## config.mk

```make
export PLATFORM = sky130hd
export DESIGN_NAME = keyword_lexer
export DESIGN_NICKNAME = d
export VERILOG_FILES = /design/src/hdl/kl_pkg.sv /design/src/hdl/keyword_lexer.sv /design/src/hdl/kl_ram.sv /design/src/hdl/kl_front.sv /design/src/hdl/kl_dq.sv /design/src/hdl/kl_back.sv
export SDC_FILE = /design/constraint.sdc
export NUM_CORES = 1
export LEC_CHECK = 0
export BUFFER_PORTS_ARGS = -buffer_cell sky130_fd_sc_hd__buf_2
export CORE_ASPECT_RATIO = 0.5
export CORE_MARGIN = 4
export CORE_UTILIZATION = 60
export CTS_CLUSTER_SIZE = 30
export DETAILED_ROUTE_END_ITERATION = 8
export PLACE_DENSITY = 0.77
export SLEW_MARGIN = 10
export SYNTH_ARGS = -nofsm -noshare
export SYNTH_HDL_FRONTEND = slang
export SYNTH_HIERARCHICAL = 1
export SYNTH_SLANG_ARGS = --single-unit
```

## constraint.sdc

```tcl
create_clock -name clock -period 5.85 [get_ports clock]
set_input_delay 0.585 -clock clock [delete_from_list [all_inputs] [get_ports clock]]
set_output_delay 0.585 -clock clock [all_outputs]
set_load 0.02 [all_outputs]
```

## src/hdl/kl_pkg.sv

```systemverilog
// Shared types, constants and character helpers for the keyword lexer.
package kl_pkg;

   localparam int WORD_MAX_DEF = 32;
   localparam int WORD_MAX_HI  = 63;
   localparam int LEN_W        = $clog2(WORD_MAX_HI + 1);
   localparam int CLS_W        = 4;
   localparam int NUM_KW       = 10;

   localparam logic [CLS_W-1:0] CLS_NUMBER = 4'd10;
   localparam logic [CLS_W-1:0] CLS_STRING = 4'd11;
   localparam logic [CLS_W-1:0] CLS_IDENT  = 4'd12;
   localparam logic [CLS_W-1:0] CLS_SYMBOL = 4'd13;

   localparam logic [7:0] CH_QUOTE = 8'h22;
   localparam logic [7:0] CH_PLUS  = 8'h2B;
   localparam logic [7:0] CH_MINUS = 8'h2D;
   localparam logic [7:0] CH_ZERO  = 8'h30;

   // keyword text, right-justified, first character in the highest used byte
   localparam logic [47:0] KW_TEXT [NUM_KW] = '{
      48'("func"), 48'("type"), 48'("begin"), 48'("end"), 48'("if"),
      48'("else"), 48'("while"), 48'("for"), 48'("ptr"), 48'("struct")
   };
   localparam logic [LEN_W-1:0] KW_LEN [NUM_KW] = '{
      6'd4, 6'd4, 6'd5, 6'd3, 6'd2, 6'd4, 6'd5, 6'd3, 6'd3, 6'd6
   };

   typedef struct packed {
      logic             bank;
      logic [LEN_W-1:0] len;
      logic [CLS_W-1:0] cls;
      logic             ovf;
   } desc_type;

   typedef struct packed {
      logic valid;
      logic bank;
   } rel_type;

   typedef struct packed {
      logic [7:0]       ch;
      logic [CLS_W-1:0] cls;
      logic             last;
      logic             ovf;
   } tok_type;

   function automatic logic is_sep(input logic [7:0] c);
      return (c >= 8'd9 && c <= 8'd13) || c == 8'h20 || c == 8'h2C ||
             c == 8'h3A || c == 8'h3B;
   endfunction

   function automatic logic is_dec(input logic [7:0] c);
      return c >= 8'h30 && c <= 8'h39;
   endfunction

   function automatic logic is_oct(input logic [7:0] c);
      return c >= 8'h30 && c <= 8'h37;
   endfunction

   function automatic logic is_hex(input logic [7:0] c);
      return is_dec(c) || (c >= 8'h41 && c <= 8'h46) || (c >= 8'h61 && c <= 8'h66);
   endfunction

   function automatic logic is_wordch(input logic [7:0] c);
      return is_dec(c) || (c >= 8'h41 && c <= 8'h5A) ||
             (c >= 8'h61 && c <= 8'h7A) || c == 8'h5F;
   endfunction

   // character p of keyword k; only meaningful for p below the keyword length
   function automatic logic [7:0] kw_char(input logic [3:0] k, input logic [LEN_W-1:0] p);
      logic [47:0]      txt;
      logic [LEN_W-1:0] sh;
      txt = KW_TEXT[k];
      sh  = LEN_W'(KW_LEN[k] - p - 1'b1);
      return txt[{sh[2:0], 3'b000} +: 8];
   endfunction

endpackage

```

## src/hdl/keyword_lexer.sv

```systemverilog
// Top level of the keyword lexer: front end, descriptor queue, word RAM and back end.
//
//   channel   direction  handshake         payload
//   req       in         req_push/req_full  req_ch, req_is_end
//   rsp       out        rsp_pop/rsp_empty  rsp_tok_char, rsp_tok_class, rsp_tok_last,
//                                           rsp_tok_overflow
//
// The front end takes one item per cycle while req_full is low and writes each word
// into one of two RAM banks. A finished word passes the queue, word register, RAM read
// and output queue as one result per buffered character, one per cycle while it has room.
// req_full rises while the bank the next word needs is still being read out by the back end.
// Reset is synchronous; the word RAM needs no clearing, so items are taken right after it.
module keyword_lexer import kl_pkg::*; #(
   parameter int WORD_MAX = WORD_MAX_DEF
) (
   input  logic             clock,
   input  logic             reset,
   input  logic             req_push,
   output logic             req_full,
   input  logic [7:0]       req_ch,
   input  logic             req_is_end,
   output logic             rsp_empty,
   input  logic             rsp_pop,
   output logic [7:0]       rsp_tok_char,
   output logic [CLS_W-1:0] rsp_tok_class,
   output logic             rsp_tok_last,
   output logic             rsp_tok_overflow
);

   localparam int IW = $clog2(WORD_MAX);

   logic          wr_en, rd_en;
   logic [IW:0]   wr_addr, rd_addr;
   logic [7:0]    wr_data, rd_data;
   logic          desc_push, q_valid, q_pop;
   desc_type      desc, q_head;
   rel_type       rel;
   tok_type       tok;

   kl_front #(.WORD_MAX(WORD_MAX), .IW(IW)) u_front (
      .clock     (clock),
      .reset     (reset),
      .in_push   (req_push),
      .in_full   (req_full),
      .in_ch     (req_ch),
      .in_is_end (req_is_end),
      .wr_en     (wr_en),
      .wr_addr   (wr_addr),
      .wr_data   (wr_data),
      .desc_push (desc_push),
      .desc      (desc),
      .rel       (rel)
   );

   kl_dq u_dq (
      .clock     (clock),
      .reset     (reset),
      .push      (desc_push),
      .push_desc (desc),
      .pop       (q_pop),
      .valid     (q_valid),
      .head      (q_head)
   );

   kl_ram #(.WIDTH(8), .DEPTH(2 ** (IW + 1))) u_ram (
      .clock   (clock),
      .wr_en   (wr_en),
      .wr_addr (wr_addr),
      .wr_data (wr_data),
      .rd_en   (rd_en),
      .rd_addr (rd_addr),
      .rd_data (rd_data)
   );

   kl_back #(.WORD_MAX(WORD_MAX), .IW(IW)) u_back (
      .clock     (clock),
      .reset     (reset),
      .q_valid   (q_valid),
      .q_head    (q_head),
      .q_pop     (q_pop),
      .rd_en     (rd_en),
      .rd_addr   (rd_addr),
      .rd_data   (rd_data),
      .rel       (rel),
      .out_empty (rsp_empty),
      .out_pop   (rsp_pop),
      .out_tok   (tok)
   );

   assign rsp_tok_char     = tok.ch;
   assign rsp_tok_class    = tok.cls;
   assign rsp_tok_last     = tok.last;
   assign rsp_tok_overflow = tok.ovf;

endmodule

```

## src/hdl/kl_ram.sv

```systemverilog
// Generic single-write, single-read RAM with registered read data.
module kl_ram #(
   parameter int WIDTH = 8,
   parameter int DEPTH = 64
) (
   input  logic                     clock,
   input  logic                     wr_en,
   input  logic [$clog2(DEPTH)-1:0] wr_addr,
   input  logic [WIDTH-1:0]         wr_data,
   input  logic                     rd_en,
   input  logic [$clog2(DEPTH)-1:0] rd_addr,
   output logic [WIDTH-1:0]         rd_data
);

   logic [WIDTH-1:0] mem [DEPTH];

   always_ff @(posedge clock) begin
      if (wr_en) begin
         mem[wr_addr] <= wr_data;
      end
      if (rd_en) begin
         rd_data <= mem[rd_addr];
      end
   end

endmodule

```

## src/hdl/kl_front.sv

```systemverilog
// Front end: splits the character stream into words, buffers them and classifies them.
module kl_front import kl_pkg::*; #(
   parameter int WORD_MAX = WORD_MAX_DEF,
   parameter int IW       = $clog2(WORD_MAX)
) (
   input  logic          clock,
   input  logic          reset,
   input  logic          in_push,
   output logic          in_full,
   input  logic [7:0]    in_ch,
   input  logic          in_is_end,
   output logic          wr_en,
   output logic [IW:0]   wr_addr,
   output logic [7:0]    wr_data,
   output logic          desc_push,
   output desc_type      desc,
   input  rel_type       rel
);

   localparam int LW = $clog2(WORD_MAX + 1);

   localparam logic [2:0] N_START = 3'd0;
   localparam logic [2:0] N_SIGN  = 3'd1;
   localparam logic [2:0] N_ZERO  = 3'd2;
   localparam logic [2:0] N_OCT   = 3'd3;
   localparam logic [2:0] N_ZX    = 3'd4;
   localparam logic [2:0] N_HEX   = 3'd5;
   localparam logic [2:0] N_DEC   = 3'd6;
   localparam logic [2:0] N_FAIL  = 3'd7;

   logic              bank_ff, bank_in;
   logic [1:0]        busy_ff, busy_in;
   logic              open_ff, open_in;
   logic [LW-1:0]     len_ff, len_in;
   logic              smode_ff, smode_in;
   logic              drop_ff, drop_in;
   logic              alnum_ff, alnum_in;
   logic              firstq_ff, firstq_in;
   logic [NUM_KW-1:0] kw_ff, kw_in;
   logic [2:0]        num_ff, num_in;

   logic              accept, sep, wch, same_kind;
   logic              flush, cont, start, app, room, wbank;
   logic [LW-1:0]     base_len;
   logic              base_smode, base_drop;
   logic [NUM_KW-1:0] base_kw, step_kw;
   logic [2:0]        base_num, step_num;
   logic [LEN_W-1:0]  pos;
   logic [CLS_W-1:0]  cls;

   assign in_full = busy_ff[bank_ff] | (open_ff & busy_ff[~bank_ff]);
   assign accept  = in_push & ~in_full;
   assign sep       = is_sep(in_ch);
   assign wch       = is_wordch(in_ch);
   assign same_kind = ~sep & (wch == alnum_ff);

   assign flush = accept & open_ff & (in_is_end | ~(smode_ff | same_kind));
   assign cont  = accept & ~in_is_end & open_ff & (smode_ff | same_kind);
   assign start = accept & ~in_is_end & ~sep & ~cont;
   assign app   = cont | start;
   assign wbank = flush ? ~bank_ff : bank_ff;

   assign base_len   = start ? '0 : len_ff;
   assign base_smode = start ? 1'b0 : smode_ff;
   assign base_drop  = start ? 1'b0 : drop_ff;
   assign base_kw    = start ? '1 : kw_ff;
   assign base_num   = start ? N_START : num_ff;
   assign room       = base_len < LW'(WORD_MAX);
   assign pos        = LEN_W'(base_len);

   // keyword prefix match and number recognizer, advanced once per buffered character
   always_comb begin
      for (int k = 0; k < NUM_KW; k++) begin
         step_kw[k] = base_kw[k] & (pos < KW_LEN[k]) & (in_ch == kw_char(4'(k), pos));
      end
      step_num = N_FAIL;
      case (base_num)
         N_START: begin
            if (in_ch == CH_PLUS || in_ch == CH_MINUS) step_num = N_SIGN;
            else if (in_ch == CH_ZERO) step_num = N_ZERO;
            else if (is_dec(in_ch)) step_num = N_DEC;
         end
         N_SIGN: begin
            if (in_ch == CH_ZERO) step_num = N_ZERO;
            else if (is_dec(in_ch)) step_num = N_DEC;
         end
         N_ZERO: begin
            if (is_oct(in_ch)) step_num = N_OCT;
            else if (in_ch == 8'h78 || in_ch == 8'h58) step_num = N_ZX;
         end
         N_OCT: begin
            if (is_oct(in_ch)) step_num = N_OCT;
         end
         N_ZX, N_HEX: begin
            if (is_hex(in_ch)) step_num = N_HEX;
         end
         N_DEC: begin
            if (is_dec(in_ch)) step_num = N_DEC;
         end
         default: step_num = N_FAIL;
      endcase
   end

   // class of the word held in the registers
   always_comb begin
      if (num_ff == N_ZERO || num_ff == N_OCT || num_ff == N_HEX || num_ff == N_DEC)
         cls = CLS_NUMBER;
      else if (firstq_ff)
         cls = CLS_STRING;
      else if (alnum_ff)
         cls = CLS_IDENT;
      else
         cls = CLS_SYMBOL;
      for (int k = NUM_KW - 1; k >= 0; k--) begin
         if (kw_ff[k] && LEN_W'(len_ff) == KW_LEN[k]) cls = CLS_W'(k);
      end
   end

   assign desc_push = flush;
   assign desc.bank = bank_ff;
   assign desc.len  = LEN_W'(len_ff);
   assign desc.cls  = cls;
   assign desc.ovf  = drop_ff;

   assign wr_en   = app & room;
   assign wr_addr = {wbank, base_len[IW-1:0]};
   assign wr_data = in_ch;

   always_comb begin
      bank_in   = bank_ff;
      busy_in   = busy_ff;
      open_in   = open_ff;
      len_in    = len_ff;
      smode_in  = smode_ff;
      drop_in   = drop_ff;
      alnum_in  = alnum_ff;
      firstq_in = firstq_ff;
      kw_in     = kw_ff;
      num_in    = num_ff;
      if (rel.valid) busy_in[rel.bank] = 1'b0;
      if (flush) begin
         busy_in[bank_ff] = 1'b1;
         bank_in          = ~bank_ff;
      end
      if (app) begin
         open_in  = 1'b1;
         len_in   = room ? LW'(base_len + 1'b1) : base_len;
         smode_in = base_smode ^ (in_ch == CH_QUOTE);
         drop_in  = base_drop | ~room;
         kw_in    = room ? step_kw : base_kw;
         num_in   = room ? step_num : base_num;
         if (start) begin
            alnum_in  = wch;
            firstq_in = (in_ch == CH_QUOTE);
         end
      end else if (flush || (accept && in_is_end)) begin
         open_in  = 1'b0;
         len_in   = '0;
         smode_in = 1'b0;
         drop_in  = 1'b0;
         alnum_in = 1'b0;
      end
   end

   always_ff @(posedge clock) begin
      if (reset) begin
         bank_ff  <= 1'b0;
         busy_ff  <= '0;
         open_ff  <= 1'b0;
         len_ff   <= '0;
         smode_ff <= 1'b0;
         drop_ff  <= 1'b0;
         alnum_ff <= 1'b0;
      end else begin
         bank_ff  <= bank_in;
         busy_ff  <= busy_in;
         open_ff  <= open_in;
         len_ff   <= len_in;
         smode_ff <= smode_in;
         drop_ff  <= drop_in;
         alnum_ff <= alnum_in;
      end
   end

   always_ff @(posedge clock) begin
      firstq_ff <= firstq_in;
      kw_ff     <= kw_in;
      num_ff    <= num_in;
   end

endmodule

```

## src/hdl/kl_dq.sv

```systemverilog
// Two-entry queue of finished-word descriptors between front and back end.
module kl_dq import kl_pkg::*; (
   input  logic     clock,
   input  logic     reset,
   input  logic     push,
   input  desc_type push_desc,
   input  logic     pop,
   output logic     valid,
   output desc_type head
);

   desc_type   q_ff [2];
   logic       wr_ptr_ff, rd_ptr_ff;
   logic [1:0] cnt_ff;
   logic       do_push, do_pop;

   assign valid   = cnt_ff != 2'd0;
   assign head    = q_ff[rd_ptr_ff];
   assign do_push = push & (cnt_ff != 2'd2);
   assign do_pop  = pop & valid;

   always_ff @(posedge clock) begin
      if (reset) begin
         wr_ptr_ff <= 1'b0;
         rd_ptr_ff <= 1'b0;
         cnt_ff    <= '0;
      end else begin
         if (do_push) wr_ptr_ff <= ~wr_ptr_ff;
         if (do_pop) rd_ptr_ff <= ~rd_ptr_ff;
         cnt_ff <= cnt_ff + {1'b0, do_push} - {1'b0, do_pop};
      end
   end

   always_ff @(posedge clock) begin
      if (do_push) q_ff[wr_ptr_ff] <= push_desc;
   end

endmodule

```

## src/hdl/kl_back.sv

```systemverilog
// Back end: reads each buffered word out of the RAM and queues its tagged characters.
module kl_back import kl_pkg::*; #(
   parameter int WORD_MAX = WORD_MAX_DEF,
   parameter int IW       = $clog2(WORD_MAX)
) (
   input  logic       clock,
   input  logic       reset,
   input  logic       q_valid,
   input  desc_type   q_head,
   output logic       q_pop,
   output logic       rd_en,
   output logic [IW:0] rd_addr,
   input  logic [7:0] rd_data,
   output rel_type    rel,
   output logic       out_empty,
   input  logic       out_pop,
   output tok_type    out_tok
);

   localparam int OQ_DEPTH = 4;
   localparam int OQ_AW    = $clog2(OQ_DEPTH);

   desc_type         cur_ff, cur_in;
   logic             cur_valid_ff, cur_valid_in;
   logic [IW-1:0]    idx_ff, idx_in;
   logic             pend_ff;
   logic [CLS_W-1:0] pend_cls_ff;
   logic             pend_last_ff, pend_ovf_ff;

   tok_type          oq_ff [OQ_DEPTH];
   logic [OQ_AW-1:0] oq_wr_ff, oq_rd_ff;
   logic [OQ_AW:0]   oq_cnt_ff;

   logic issue, is_last, load, oq_pop;

   // keep room for the read in flight plus the new one
   assign issue   = cur_valid_ff & ((oq_cnt_ff + {{OQ_AW{1'b0}}, pend_ff}) < (OQ_AW + 1)'(OQ_DEPTH));
   assign is_last = LEN_W'(LEN_W'(idx_ff) + 1'b1) == cur_ff.len;
   assign load    = q_valid & (~cur_valid_ff | (issue & is_last));
   assign q_pop   = load;

   assign rd_en   = issue;
   assign rd_addr = {cur_ff.bank, idx_ff};

   assign rel.valid = issue & is_last;
   assign rel.bank  = cur_ff.bank;

   always_comb begin
      cur_in       = cur_ff;
      cur_valid_in = cur_valid_ff;
      idx_in       = idx_ff;
      if (issue) begin
         idx_in = IW'(idx_ff + 1'b1);
         if (is_last) cur_valid_in = 1'b0;
      end
      if (load) begin
         cur_in       = q_head;
         cur_valid_in = 1'b1;
         idx_in       = '0;
      end
   end

   assign oq_pop    = out_pop & ~out_empty;
   assign out_empty = oq_cnt_ff == '0;
   assign out_tok   = oq_ff[oq_rd_ff];

   always_ff @(posedge clock) begin
      if (reset) begin
         cur_valid_ff <= 1'b0;
         pend_ff      <= 1'b0;
         oq_wr_ff     <= '0;
         oq_rd_ff     <= '0;
         oq_cnt_ff    <= '0;
      end else begin
         cur_valid_ff <= cur_valid_in;
         pend_ff      <= issue;
         if (pend_ff) oq_wr_ff <= OQ_AW'(oq_wr_ff + 1'b1);
         if (oq_pop) oq_rd_ff <= OQ_AW'(oq_rd_ff + 1'b1);
         oq_cnt_ff <= oq_cnt_ff + {{OQ_AW{1'b0}}, pend_ff} - {{OQ_AW{1'b0}}, oq_pop};
      end
   end

   always_ff @(posedge clock) begin
      cur_ff       <= cur_in;
      idx_ff       <= idx_in;
      pend_cls_ff  <= cur_ff.cls;
      pend_last_ff <= is_last;
      pend_ovf_ff  <= cur_ff.ovf;
      if (pend_ff) begin
         oq_ff[oq_wr_ff] <= '{ch: rd_data, cls: pend_cls_ff, last: pend_last_ff,
                              ovf: pend_ovf_ff};
      end
   end

endmodule

```

Yosys cells after proc, flatten, opt, wreduce, memory -nomap -nowiden
Memory sizes are Yosys's and may differ from the RTL's. A register that Yosys moved wholly into a read port is not among the register bits.
Cells that the tools add are included.
- register bits after elaboration: 51
- bits in writable memories: 592
- output and inout port bits: 16
- logic and storage cells: 279
- memories kept: 3
- add/sub/neg operators: 19
- $lt $le $gt $ge: 23
- eq/ne operators: 40
- shifts and indexed selects: 10
- mux-type cells: 59
- bitwise gates (word level): 58
- reduce and logical (&&, ||, !) cells: 45
- memories (memory ; depth ; width ; read ports ; clocked after memory_dff ; wr ports ; line ; text):
    u_ram.mem ; 64 ; 8 ; 1 ; 1 ; 1 ; kl_ram.sv:15 ; logic [WIDTH-1:0] mem [DEPTH];
    u_back.oq_ff ; 4 ; 14 ; 1 ; 1 ; 1 ; kl_back.sv:30 ; tok_type oq_ff [OQ_DEPTH];
    u_dq.q_ff ; 2 ; 12 ; 1 ; 1 ; 1 ; kl_dq.sv:12 ; desc_type q_ff [2];
- operators by type and width (cell ; number):
    $shiftx A48 B7 Y8 const A ; 10
    $eq A8 B8 Y1 ; 10
    $eq A8 B6 Y1 const B ; 8
    $mux W4 ; 12
    $and A1 B1 Y1 ; 37
    $le A8 B7 Y1 const B ; 4
    $mux W1 ; 26
    $eq A8 B7 Y1 const B ; 3
    $mux W6 ; 4
    $logic_and A1 B1 Y1 ; 20
    $mux W10 ; 2
    $eq A6 B3 Y1 const B ; 3
    $lt A6 B3 Y1 const B ; 3
    $mux W3 ; 6
    $pmux W3 S6 ; 1
    $ge A8 B7 Y1 const B ; 2
    $le A8 B6 Y1 const B ; 2
    $eq A3 B3 Y1 const B ; 5
    $logic_or A1 B1 Y1 ; 15
    $sub A3 B1 Y3 const B ; 5
    $eq A3 B2 Y1 const B ; 4
    $eq A6 B2 Y1 const B ; 2
    $lt A6 B2 Y1 const B ; 2
    $mux W2 ; 6
    other kinds (33) ; 62

Longest topological paths before layout
- depth in word-level cells: 19
- gate-level depth with buffers: 18

Modules after synthesis
The synthesis kept the hierarchy.
- by module, submodules not included (module ; instances ; cells each ; area an instance (um^2) ; sequential area each (um^2)):
    kl_ram ; 1 ; 940 ; 20246.9 ; 15615.0
    kl_back ; 1 ; 193 ; 3429.5 ; 2482.4
    kl_front ; 1 ; 449 ; 3256.9 ; 680.7
    kl_dq ; 1 ; 62 ; 1104.8 ; 820.8

Worst setup path after synthesis
No wires, ideal clock.
- kind: input-to-reg
- from: input port req_ch[2]
- to: register u_front.kw_ff[8] (data pin)
- library setup time: 0.146 ns
- arrival time: 4.313 ns
- required time: 5.704 ns
- setup slack: 1.391 ns
- stages: 16
- buffers on the path: 1
- path through: or4_4 o31ai_4 o211ai_2 mux2i_2 o21ai_2 nand2_1 inv_1 ha_1 inv_1 ha_1 clkbuf_1 xor2_1 or3_1 or4_1 o21ai_0 o2bb2ai_1
- longest elaborated chain between the ends: 19
- ends and longest elaborated chain (item ; line ; text):
    start: declaration ; keyword_lexer.sv:20 ; input logic [7:0] req_ch,
    $ge A8 B4 Y1 or $le A8 B4 Y1 (tied branches) ; kl_pkg.sv:49 ; return (c >= 8'd9 && c <= 8'd13) || c == 8'h20 || c == 8'h2C ||
    $logic_and A1 B1 Y1 ; kl_pkg.sv:49 ;
    $logic_or A1 B1 Y1 (3 in series) ; kl_pkg.sv:49 ;
    $logic_or A1 B1 Y1 ; kl_pkg.sv:50 ; c == 8'h3A || c == 8'h3B;
    $not A1 Y1 ; kl_front.sv:55, kl_front.sv:59 ;
    $and A1 B1 Y1 ; kl_front.sv:55 ; assign same_kind = ~sep & (wch == alnum_ff);
    $or A1 B1 Y1 ; kl_front.sv:58 ; assign cont = accept & ~in_is_end & open_ff & (smode_ff | same_kind);
    $and A1 B1 Y1 ; kl_front.sv:58 ;
    (+2 left out) ; n/a ;
    $mux W6 * ; kl_front.sv:63 ; assign base_len = start ? '0 : len_ff;
    net wr_addr[0] ; keyword_lexer.sv:33 ; logic [IW:0] wr_addr, rd_addr;
    $sub A2 B3 Y3 ; kl_pkg.sv:75 ; sh = LEN_W'(KW_LEN[k] - p - 1'b1);
    $sub A3 B1 Y3 ; kl_pkg.sv:75 ;
    $shiftx A48 B7 Y8 ; kl_pkg.sv:76 ; return txt[{sh[2:0], 3'b000} +: 8];
    $eq A8 B8 Y1 ; kl_front.sv:74 ; step_kw[k] = base_kw[k] & (pos < KW_LEN[k]) & (in_ch == kw_char(4'(k), pos));
    $and A1 B1 Y1 ; kl_front.sv:74 ;
    $mux W10 * ; kl_front.sv:150 ; kw_in = room ? step_kw : base_kw;
    end signal: assignment ; kl_front.sv:187 ; kw_ff <= kw_in;
    end: declaration ; kl_front.sv:39 ; logic [NUM_KW-1:0] kw_ff, kw_in;
The timed path passes the listed nets; every way through them passes the cells marked *.
A chain may end at the register's enable or synchronous reset.

Worst setup path in the final report
- from: input port req_ch[4]
- to: register u_front.kw_ff[8] (data pin)
The elaborated chain is that of the path after synthesis.

==> impl_metrics.tcl <==
set metrics [dict create \
    clk_latency_ps 600 \
    clock-skew-final_ps 18.37 \
    r2r-end "u_front/kw_ff[8]" \
    yosysTopAreaCell "edfxtp_1" \
    stdcell_count 2336 \
    die_h_um 160.9 \
    r2r_cells 16 \
    nets 1699 \
    place.gp.congestion 0.9000 \
    pwr-share-clk_pct 34.4 \
    start_kind "input pin" \
    crit_slowest_cell "o2bb2ai_1" \
    switching_share_pct 26.18 \
    ys_warn_count 6 \
    netlist_area_um2 28040 \
    grt_start_max_net_pins 86 \
    period_share_pct 82.72 \
    cp_data_arrival_time_ps 5280 \
    clock-root-buffer "clkbuf_16" \
    clkTransAtPathRegs_ps 70 \
    core_area_um2 45690 \
    cts_hold_buf 0 \
    synthFlopType "edfxtp_1" \
    crit_end "u_front/kw_ff[8]" \
    io_buffers 28 \
    seq_area_frac_synth_pct 69.90 \
    relSlewSlack_pct 24.35 \
    antenna_cells 0 \
    drive_gt1_share_pct 20.42 \
    routedWlPerCell_um 27.47 \
    syn_avg_cell_area_um2 17.05 \
    final_cell_mix "edfxtp_1 (626), nor2_1 (142), mux4_2 (140), nand2_1 (70), clkbuf_16 (56)" \
    crit_path_end_kind "flop" \
    fmaxAchievable_mhz 206.6 \
    vdd_drop_max_mv 0.2977 \
    cts.sinks 666 \
    p_sw_w 0.003025 \
    numCtsBuffers 54 \
    maxCapViolCount 0 \
    timing.hold.ws_ps 338.5 \
    dp_hpwl_mm 38.94 \
    cts_tree "yes" \
    start_util_pct 61.36 \
    fin_setup_tns_ps 0 \
    power_frac_comb_pct 18.2 \
    final_common_cell "edfxtp_1" \
    status "finished, final reports clean" \
    setup_viol 0 \
    ys_async_sr_fraction_pct 0 \
    cts-resized-gates 0 \
    tightestPinTransition_ps 1135 \
    p_seq_share_pct 47.4 \
    post_cts_buffers 0 \
    first_pass_iters 6 \
    yosys.area.top_type_share_pct 67.04 \
    r2r-start "u_front/bank_ff" \
    crit_top_cell "o2bb2ai_1" \
    hold_viol 0 \
    drt_iter0_markers 2153 \
    crit_type "in2reg" \
    ant_nets 0 \
    ios 29 \
    multiInputGateArea_um2 7742 \
    syn_nets 1680 \
    seq_area_um2 19610 \
    die_area_um2 50460 \
    min_path_type "reg2reg" \
    route.detailed.drc 0 \
    regToRegSetupSlack_ps 1110 \
    grt_pass1_vias 15692 \
    p_int_w 0.008528 \
    crit_fanout 27 \
    slew_viol_final 0 \
    fin_crit_ps 4839 \
    grt_use_total_pct 25.84 \
    ys_ff_latch 666 \
    startpoint "req_ch[4]" \
    ys_types 90 \
    cts.path.max_buffers 3 \
    rows 55 \
    overflow 0 \
    grt_pass1_wl_mm 98.19 \
    powerDensity_nw_per_um2 376.9 \
    die_w_um 313.7 \
    synth-edff-count 626 \
    synth_area_leaders "edfxtp_1 (67%), mux4_2 (11%), dfxtp_1 (2.9%), nor2_1 (1.9%), ha_1 (1.0%)" \
    p_leak_nw 9.639 \
    htree_levels 2 \
    vias_per_cell 6.695 \
    rsz0062_at_grt "false" \
    syn2layout_area_growth_pct 9.326 \
    num-fill-cells 2945 \
    synth_cells 1644 \
    via_count 15639 \
    antenna_found_initial 1 \
    place_inst 2233 \
    path_cells "buf_2 > nor4bb_1 > nand2_1 > o211ai_2 > o211ai_1 > o2bb2ai_1 > inv_1 > ha_1 > xor2_1 > or3_1 > or4_1 > o21ai_0 > o2bb2ai_1" \
    worst_path_largest_cell_delay_ps 920 \
    wirelength_mm 64.17 \
    worstPathRequired_ps 6290 \
]
## worst max-delay path: cells and delay by family
| kind | cells | cell delay, ps |
|---|---|---|
| AOI/OAI and AO/OA | 5 | 1560 |
| xor gates and xnor gates | 1 | 180 |
| adders and majority gates | 1 | 450 |
| buffers and inverters | 2 | 810 |
| and+or+nand+nor | 4 | 1680 |
## state kept, by name, summed over array words and instances (netlist names), 2 cells and up, named ones only
signal / cells
u_back/oq_cnt_ff: 3
u_front/num_ff: 3
u_dq/q_ff: 24
u_ram/rd_data: 8
u_front/kw_ff: 10
u_front/busy_ff: 2
u_dq/cnt_ff: 2
u_back/cur_ff: 11
u_back/oq_rd_ff: 2
u_back/oq_ff: 56
u_back/pend_cls_ff: 4
u_back/oq_wr_ff: 2
u_ram/mem: 512
u_back/idx_ff: 5
u_front/len_ff: 6
## area by class of cell
type                    instances  area share, %
repair buffers                 66          1.380
clock inverters                43          1.825
clock buffers                  59          4.608
well taps                     627          2.559
multi-input cells             843          25.26
flip-flops and latches        666          63.98
inverters                      32         0.3919
## cells in the mapped netlist (6+ instances only)
cell type and number:
inv_1 29, o21ai_0 36, nor2_1 142, o21a_1 6, ha_1 23, a211oi_1 6, o2111ai_1 6, xnor2_1 22
mux4_2 140, a221oi_1 8, a311oi_1 6, mux2i_1 25, clkbuf_1 40, nand2_1 70, nor2b_1 27, a22oi_1 8
and3_1 7, a31oi_1 10, nor4_1 12, o22ai_1 12, a21oi_1 29, o32ai_1 7, xor2_1 14, buf_1 9
dfxtp_1 40, edfxtp_1 626, or2_2 6, nand3b_1 8, nand2b_1 16, nor3_1 23, and2_1 12, buf_4 29
o211ai_1 6, mux2_2 15, nand3_1 29, mux2_1 11, buf_2 19, o221ai_1 12, nand4_1 8
## worst min-delay path by stage
| stage | from | to | slack, ps | cells after the start |
|---|---|---|---|---|
| 2_1_floorplan | u_back/cur_ff[1] | u_back/pend_cls_ff[0] | 320 | 0 |
| 3_3_place_gp | u_back/cur_ff[0] | u_back/pend_ovf_ff | 340 | 0 |
| 3_5_place_dp | u_back/cur_ff[3] | u_back/pend_cls_ff[2] | 330 | 0 |
| 4_1_cts | u_back/cur_ff[3] | u_back/pend_cls_ff[2] | 340 | 0 |
| 5_1_grt | u_back/cur_ff[3] | u_back/pend_cls_ff[2] | 360 | 0 |
| 6_report | u_back/cur_ff[3] | u_back/pend_cls_ff[2] | 340 | 0 |
## stage by stage
stage          total power [W]  util (%)  setup slack, ps  area [um2]
2_1_floorplan         0.007088         -             1391       28040
4_1_cts                0.01159     67.07             1133       30650
3_3_place_gp          0.007597     62.75            759.5       28680
5_1_grt                0.01197     67.08            816.8       30650
3_5_place_dp          0.007639     62.75            584.6       28680
6_report               0.01155     67.08             1011       30650
## power by group through the flow
| stage | registers [W] | clock network, W | logic (W) |
|---|---|---|---|
| floorplan | 0.00539 | 0 | 0.00170 |
| global placement | 0.00558 | 0 | 0.00202 |
| detailed placement | 0.00558 | 0 | 0.00206 |
| CTS | 0.00548 | 0.00402 | 0.00209 |
| global route | 0.00549 | 0.00426 | 0.00221 |
| finish | 0.00547 | 0.00398 | 0.00210 |
## kinds of logic after synthesis
family | synth area share, %
flip-flops | 69.90
AND/OR/NAND/NOR | 6.881
AO/OA/AOI/OAI | 5.221
multiplexers | 13.28
buffers and inverters | 2.503
XOR/XNOR | 1.183
adder cells (fa/ha/maj) | 1.026
## layer usage
metal | vias to the layer above | part of all wire [%] | global-route usage (%)
met5 | - | 0 | 0
li1 | 6592 | - | -
met4 | 0 | 2.9 | 7.370
met3 | 142 | 11 | 7.131
met2 | 932 | 47 | 40.73
met1 | 7973 | 39 | 36.09
No activity file was read; power rests on OpenSTA's default activity.
